### config.mk
export PLATFORM = sky130hd
export DESIGN_NAME = mpa_window_unit
export DESIGN_NICKNAME = d
export VERILOG_FILES = /design/src/rtl/mpa_pkg.sv /design/src/rtl/mpa_window_unit.sv
export SDC_FILE = /design/constraint.sdc
export NUM_CORES = 1
export LEC_CHECK = 0
export BUFFER_PORTS_ARGS = -buffer_cell sky130_fd_sc_hd__buf_4
export CAP_MARGIN = 20
export CELL_PAD_IN_SITES_DETAIL_PLACEMENT = 1
export CELL_PAD_IN_SITES_GLOBAL_PLACEMENT = 2
export CORE_MARGIN = 8
export CORE_UTILIZATION = 35
export DETAILED_ROUTE_END_ITERATION = 8
export GPL_TIMING_DRIVEN = 1
export PLACE_DENSITY_LB_ADDON = 0.1
export SETUP_SLACK_MARGIN = 0.5
export SYNTH_ARGS = -nofsm -noshare
export SYNTH_HDL_FRONTEND = slang
export SYNTH_SLANG_ARGS = --single-unit
### constraint.sdc
create_clock -name vclk -period 22.1
set_input_delay 2.21 -clock vclk [all_inputs]
set_output_delay 2.21 -clock vclk [all_outputs]
set_load 0.02 [all_outputs]
### src/rtl/mpa_pkg.sv
// Shared definitions for the 2D max pooling block with argmax.
// Holds default sizes, register indexes and the structs passed between modules.
// No dependencies.
package mpa_pkg;

  localparam int unsigned MAX_WIDTH   = 1024;
  localparam int unsigned MAX_POOL    = 4;
  localparam int unsigned SAMPLE_BITS = 16;

  localparam int unsigned CFG_IDX_W  = 3;
  localparam int unsigned CFG_DATA_W = 11;
  localparam int unsigned CFG_DIM_W  = 3;
  localparam int unsigned POS_OUT_W  = 10;

  localparam logic [CFG_DIM_W-1:0] POOL_RESET   = 3'd2;
  localparam logic [CFG_DIM_W-1:0] STRIDE_RESET = 3'd2;
  localparam int unsigned          IMAGE_RESET  = 1024;

  typedef enum logic [CFG_IDX_W-1:0] {
    CFG_POOL_H   = 3'd0,
    CFG_POOL_W   = 3'd1,
    CFG_STRIDE_H = 3'd2,
    CFG_STRIDE_W = 3'd3,
    CFG_IMAGE_H  = 3'd4,
    CFG_IMAGE_W  = 3'd5
  } cfg_idx_e;

  typedef struct packed {
    logic [CFG_DIM_W-1:0] pool_h;
    logic [CFG_DIM_W-1:0] pool_w;
    logic [CFG_DIM_W-1:0] stride_h;
    logic [CFG_DIM_W-1:0] stride_w;
  } pool_cfg_t;

  typedef struct packed {
    logic hit;
    logic seed;
    logic last;
    logic done;
  } win_flags_t;

  // Zero reads as one and values above the limit saturate.
  function automatic int unsigned clamp_cfg(int unsigned value, int unsigned limit);
    int unsigned res;
    res = value;
    if (value == 0) begin
      res = 1;
    end else if (value > limit) begin
      res = limit;
    end
    return res;
  endfunction

endpackage

### src/rtl/mpa_window_unit.sv
// Window geometry unit: for one candidate window offset it decides whether the
// current sample lies in that window and where the window lives in the store.
// Depends on mpa_pkg.
module mpa_window_unit #(
  parameter int unsigned MaxWidth = mpa_pkg::MAX_WIDTH,
  parameter int unsigned MaxPool  = mpa_pkg::MAX_POOL,
  localparam int unsigned PosW  = $clog2(MaxWidth),
  localparam int unsigned DimW  = PosW + 2,
  localparam int unsigned SlotW = (MaxPool > 1) ? $clog2(MaxPool) : 1,
  localparam int unsigned AddrW = $clog2(MaxPool * MaxWidth)
) (
  input  logic [SlotW-1:0]        k_i,
  input  logic [SlotW-1:0]        j_i,
  input  logic [PosW-1:0]         row_i,
  input  logic [PosW-1:0]         col_i,
  input  logic [2:0]              row_phase_i,
  input  logic [2:0]              col_phase_i,
  input  logic [PosW-1:0]         row_base_i,
  input  logic [PosW-1:0]         col_base_i,
  input  logic [SlotW-1:0]        row_slot_i,
  input  mpa_pkg::pool_cfg_t      pool_i,
  input  logic [DimW-1:0]         img_h_i,
  input  logic [DimW-1:0]         img_w_i,
  output mpa_pkg::win_flags_t     flags_o,
  output logic [AddrW-1:0]        addr_o,
  output logic [PosW-1:0]         win_row_o,
  output logic [PosW-1:0]         win_col_o
);

  import mpa_pkg::*;

  logic [DimW-1:0]  row_off, row_start, row_org, row_end_full, row_end;
  logic [DimW-1:0]  col_off, col_start, col_org, col_end_full, col_end;
  logic             row_in, row_ok, row_first, row_last, row_done;
  logic             col_in, col_ok, col_first, col_last, col_done;
  logic [SlotW:0]   slot_diff;
  logic [SlotW-1:0] slot;

  assign row_off      = DimW'(k_i) * DimW'(pool_i.stride_h);
  assign row_start    = DimW'(row_i) - DimW'(row_phase_i);
  assign row_in       = row_off <= row_start;
  assign row_org      = row_start - row_off;
  assign row_end_full = row_org + DimW'(pool_i.pool_h);
  assign row_ok       = row_in && (row_org + DimW'(pool_i.stride_h) <= img_h_i)
                        && (DimW'(row_i) < row_end_full);
  assign row_end      = (row_end_full > img_h_i) ? img_h_i : row_end_full;
  assign row_first    = DimW'(row_i) == row_org;
  assign row_last     = DimW'(row_i) + DimW'(1) == row_end;
  assign row_done     = row_org + DimW'(pool_i.stride_h) + DimW'(pool_i.stride_h) > img_h_i;

  assign col_off      = DimW'(j_i) * DimW'(pool_i.stride_w);
  assign col_start    = DimW'(col_i) - DimW'(col_phase_i);
  assign col_in       = col_off <= col_start;
  assign col_org      = col_start - col_off;
  assign col_end_full = col_org + DimW'(pool_i.pool_w);
  assign col_ok       = col_in && (col_org + DimW'(pool_i.stride_w) <= img_w_i)
                        && (DimW'(col_i) < col_end_full);
  assign col_end      = (col_end_full > img_w_i) ? img_w_i : col_end_full;
  assign col_first    = DimW'(col_i) == col_org;
  assign col_last     = DimW'(col_i) + DimW'(1) == col_end;
  assign col_done     = col_org + DimW'(pool_i.stride_w) + DimW'(pool_i.stride_w) > img_w_i;

  // The window row is kept modulo the number of buffered window rows.
  assign slot_diff = {1'b0, row_slot_i} - (SlotW + 1)'(k_i);
  assign slot      = slot_diff[SlotW] ? SlotW'(slot_diff + (SlotW + 1)'(MaxPool))
                                      : slot_diff[SlotW-1:0];

  assign win_row_o = row_base_i - PosW'(k_i);
  assign win_col_o = col_base_i - PosW'(j_i);
  assign addr_o    = AddrW'(slot) * AddrW'(MaxWidth) + AddrW'(win_col_o);

  assign flags_o.hit  = row_ok && col_ok;
  assign flags_o.seed = row_first && col_first;
  assign flags_o.last = row_last && col_last;
  assign flags_o.done = row_done && col_done;

endmodule

* After elaboration in Yosys (flattened, before gate mapping)
Cells that the tools add are included.
** Storage, ports and cells
- Bits in registers :: 0
- Word-level logic and storage cells :: 44
- Input port bits :: 88
- Output and inout port bits :: 36
** Operators by class
- Reduce and logical (&&, ||, !) cells :: 8
- Mux-type cells :: 3
- Order comparisons :: 10
- Equality and inequality tests :: 4
- Multipliers :: 2
- Add/subtract/negate cells :: 17
** Operators with widths (count)
- 12-bit by 3-bit adder with 12-bit output :: 6
- 12-bit greater-than comparator :: 4
- 10-bit by 12-bit == test with 1-bit output :: 2
- 11-bit by 12-bit == test with 1-bit output :: 2
- 12-bit less-or-equal comparator :: 2
- 5-bit by 12-bit less-or-equal comparator with 1-bit output :: 2
- 10-bit by 12-bit < comparator with 1-bit output :: 2
- 12-bit 2-to-1 mux :: 2
- 11-bit by 6-bit subtractor with 12-bit output :: 2
- 10-bit by 1-bit adder with 11-bit output (second input constant) :: 2
- 10-bit by 3-bit subtractor with 11-bit output :: 2
- 10-bit by 2-bit subtractor with 10-bit output :: 2
- 12-bit by 10-bit adder with 12-bit output :: 1
- 2-bit by 3-bit multiplier with 5-bit output :: 2
- 1-bit logical AND :: 8
- 2-bit by 2-bit subtractor with 3-bit output :: 1
- 2-bit by 1-bit adder with 2-bit output (second input constant) :: 1
- 2-bit 2-to-1 mux :: 1

* Longest topological paths before layout
- Depth after elaboration :: 7
- Gate-level depth with buffers :: 30
- Gate-level depth less buffers :: 28

* Least setup slack after synthesis
Ideal clock, no wire load.
- Kind :: input port to output port
- Start point :: input col_i[0]
- End point :: output flags_o[1] in the netlist's numbering
- Path buffers :: 2
- Stages on the path :: 29
- Arrival :: 8.932 ns
- Setup slack :: 10.958 ns
- Data required time :: 19.890 ns
- Path through :: clkbuf_1 inv_1 ha_1 fa_1 nor2b_1 nor3_1 xor2_1 inv_1 ha_1 nand3_1 a21oi_1 nor3_1 a41oi_1 a211oi_1 o21ai_0 nor2_1 xor2_1 ha_1 and4_1 nand3_1 a21o_1 a31oi_1 clkbuf_1 mux2i_1 xnor2_1 nor2_1 nand4_1 or4b_1 a2111oi_2
** RTL lines
- start, declared :: RTL line mpa_window_unit.sv:15 : input logic [PosW-1:0] col_i,
- end, declared :: RTL line mpa_window_unit.sv:24 : output mpa_pkg::win_flags_t flags_o,

==> metrics.md <==
| Metric | Value |
|---|---|
| Outcome | completed |
| GP Congestion | 0.888 |
| Peak supply drop | about 22 µV |
| Initial drt markers | about 270 |
| Layout fillers | roughly 2,500 |
| Hold-fix buffers, CTS | 0 |
| DRC viols | 0 |
| Number of antenna diodes | 0 |
| Seq_cells | 0 |
| Port Buffers | 124 |
| Core Area | 19,500 µm² |
| Syn Inst Count | 947 |
| P_leak | about 4 nW |
| Max Slew Vio Count | 0 |
| Post-layout util | between 40% and 50% |
| Clock buffers | 0 |
| Worst-Margin Slew | about 0.99 ns |
| Fraction of layout cells with a size suffix above 1 | 13.6% |
| Vias in the first global route | around 7,300 |
| Via density | around 5.3 |
| First-pass GRT wire length | slightly below 40,000 µm |
| # rows | 51 |
| Initial core utilization | 35.9% |
| Post CTS Setup Buffer Count | 0 |
| Via count | 6,999 |
| Tmin final | approximately 12 ns |
| Max Cap Viol | 0 |
| DR pass1 iterations | 6 |
| CP Launch Type | input port |
| Crit path DAT | approximately 10 ns |
| Dpl hpwl | 21,300 µm |
| Routed wire length | 23,800 µm |
| Worst path max stage delay | 0.85 ns |
| Area of the multi-input gates | 6380 µm² |
| All-Layer GR Usage | between 10% and 20% |
| CP bufs+invs | 5 |
| WS Path Type | input port to primary output |
| Netlist cell types | 67 |
| Commonest non-fill, non-tap cell in the layout | ha_1 |
| Slowest CP cell | a211oi_1 |
| Post-route ant nets | 0 |
| WHS | roughly 4.7 ns |
| Seq. cell area | 0 µm² |
| Synth Area per Inst | between 7 and 8 µm² |
| Mapped Area | 7000 µm² |
| IO Pins | 124 |
| Endpoint class of the critical path | primary output |
| Worst min-delay path category | input port to primary output |
| Post-CTS sizing | 0 |
| P per Cell Area | 68.0 nW/µm² |
| Post-synthesis sequential area ratio | 0% |
| Fmax | 80.7 MHz |
| Finish-stage setup viols | 0 |
| Final Cell Area | 8150 µm² |
| Final hold vios | 0 |
| TNS Setup | 0 ns |
| Unrepaired setup endpoints after global routing | no |
| Pin count of the biggest net entering global routing | 18 |
| Fin crit share | between 50% and 60% |
| Synthesized net count | roughly 1,200 |
| Crit path required time | 19.89 ns |
| Die width | between 150 and 200 µm |
| Placement Cell Area | 8150 µm² |
| Total grt overflow | 0 |
| Crit path max fanout | 12 |
| Wire length per cell | 18.1 µm |
| # nets final | ~1,300 |
| Initial antenna violation count | 0 |
| Die Span Y | 157 µm |
| CP delay by family, top | simple AND/OR/NAND/NOR gates |
| Slew HR | between 30% and 40% |
| Highest-count cells in the layout ignoring fill and taps | ha_1 (145), buf_4 (129), inv_1 (123), xnor2_1 (86), xor2_1 (64) |
| Synthesis Warnings | 0 |
| Layout area overhead | 16.4% |
| Die ar. | 24,800 µm² |
==> metal layers <==
| layer | part of all wire (%) | global-route usage, % |
|---|---|---|
| met1 | 44 | 23.5 |
| met2 | 52 | 36.6 |
| met3 | 3.0 | 1.26 |
| met4 | 1.1 | 2.13 |
| met5 | 0 | 0 |
==> area by class of cell <==
cell class / count / share of cell area (%)
inverter: 123 / 5.67
timing repair buffer: 129 / 11.9
tap: 265 / 4.07
multi-input combinational: 795 / 78.4
==> stage by stage <==
step           power, mW  setup slack (ns)  instances
2_1_floorplan      0.395             10.96        947
3_3_place_gp       0.548              9.70       1312
3_5_place_dp       0.555              9.67       1312
4_1_cts            0.559              9.64       1312
5_1_grt            0.629              9.03       1312
6_report           0.554              9.70       1312
==> power breakdown <==
part,leakage [nW],internal (mW),switching [mW]
Combinational,4.02,0.230,0.324
Clock,0,0,0
Sequential,0,0,0
Total,4.02,0.230,0.324
==> synthesized netlist by cell type, types with 17 or more instances <==
library cell / instances / area share (%)
a21o_1: 36 / 3.9
nor2_1: 55 / 2.9
xor2_1: 64 / 8.0
nand3_1: 36 / 2.6
ha_1: 145 / 26
nand2_1: 43 / 2.3
inv_1: 123 / 6.6
o21ai_0: 26 / 1.9
nor3_1: 17 / 1.2
nand4_1: 26 / 2.3
a21oi_1: 48 / 3.4
xnor2_1: 86 / 11
nor2b_1: 28 / 2.5
==> worst paths after layout <==
path / start / slack [ns] / depth (start not counted) / end
min: row_base_i[9] / 4.71 / 3 / win_row_o[9]
max: col_i[0] / 9.70 / 30 / flags_o[1]
==> cells by family (layout without fill, tap and decap cells) <==
group	after synthesis	count (layout)	synth area share [%]
AO/OA/AOI/OAI	188	188	18.4
multiplexers	9	9	1.29
buffers and inverters	152	252	8.81
adder cells (fa/ha/maj)	159	159	29.9
XOR/XNOR	151	151	19.2
AND/OR/NAND/NOR	288	288	22.4
Note: power is estimated with default switching activity, not from simulation.
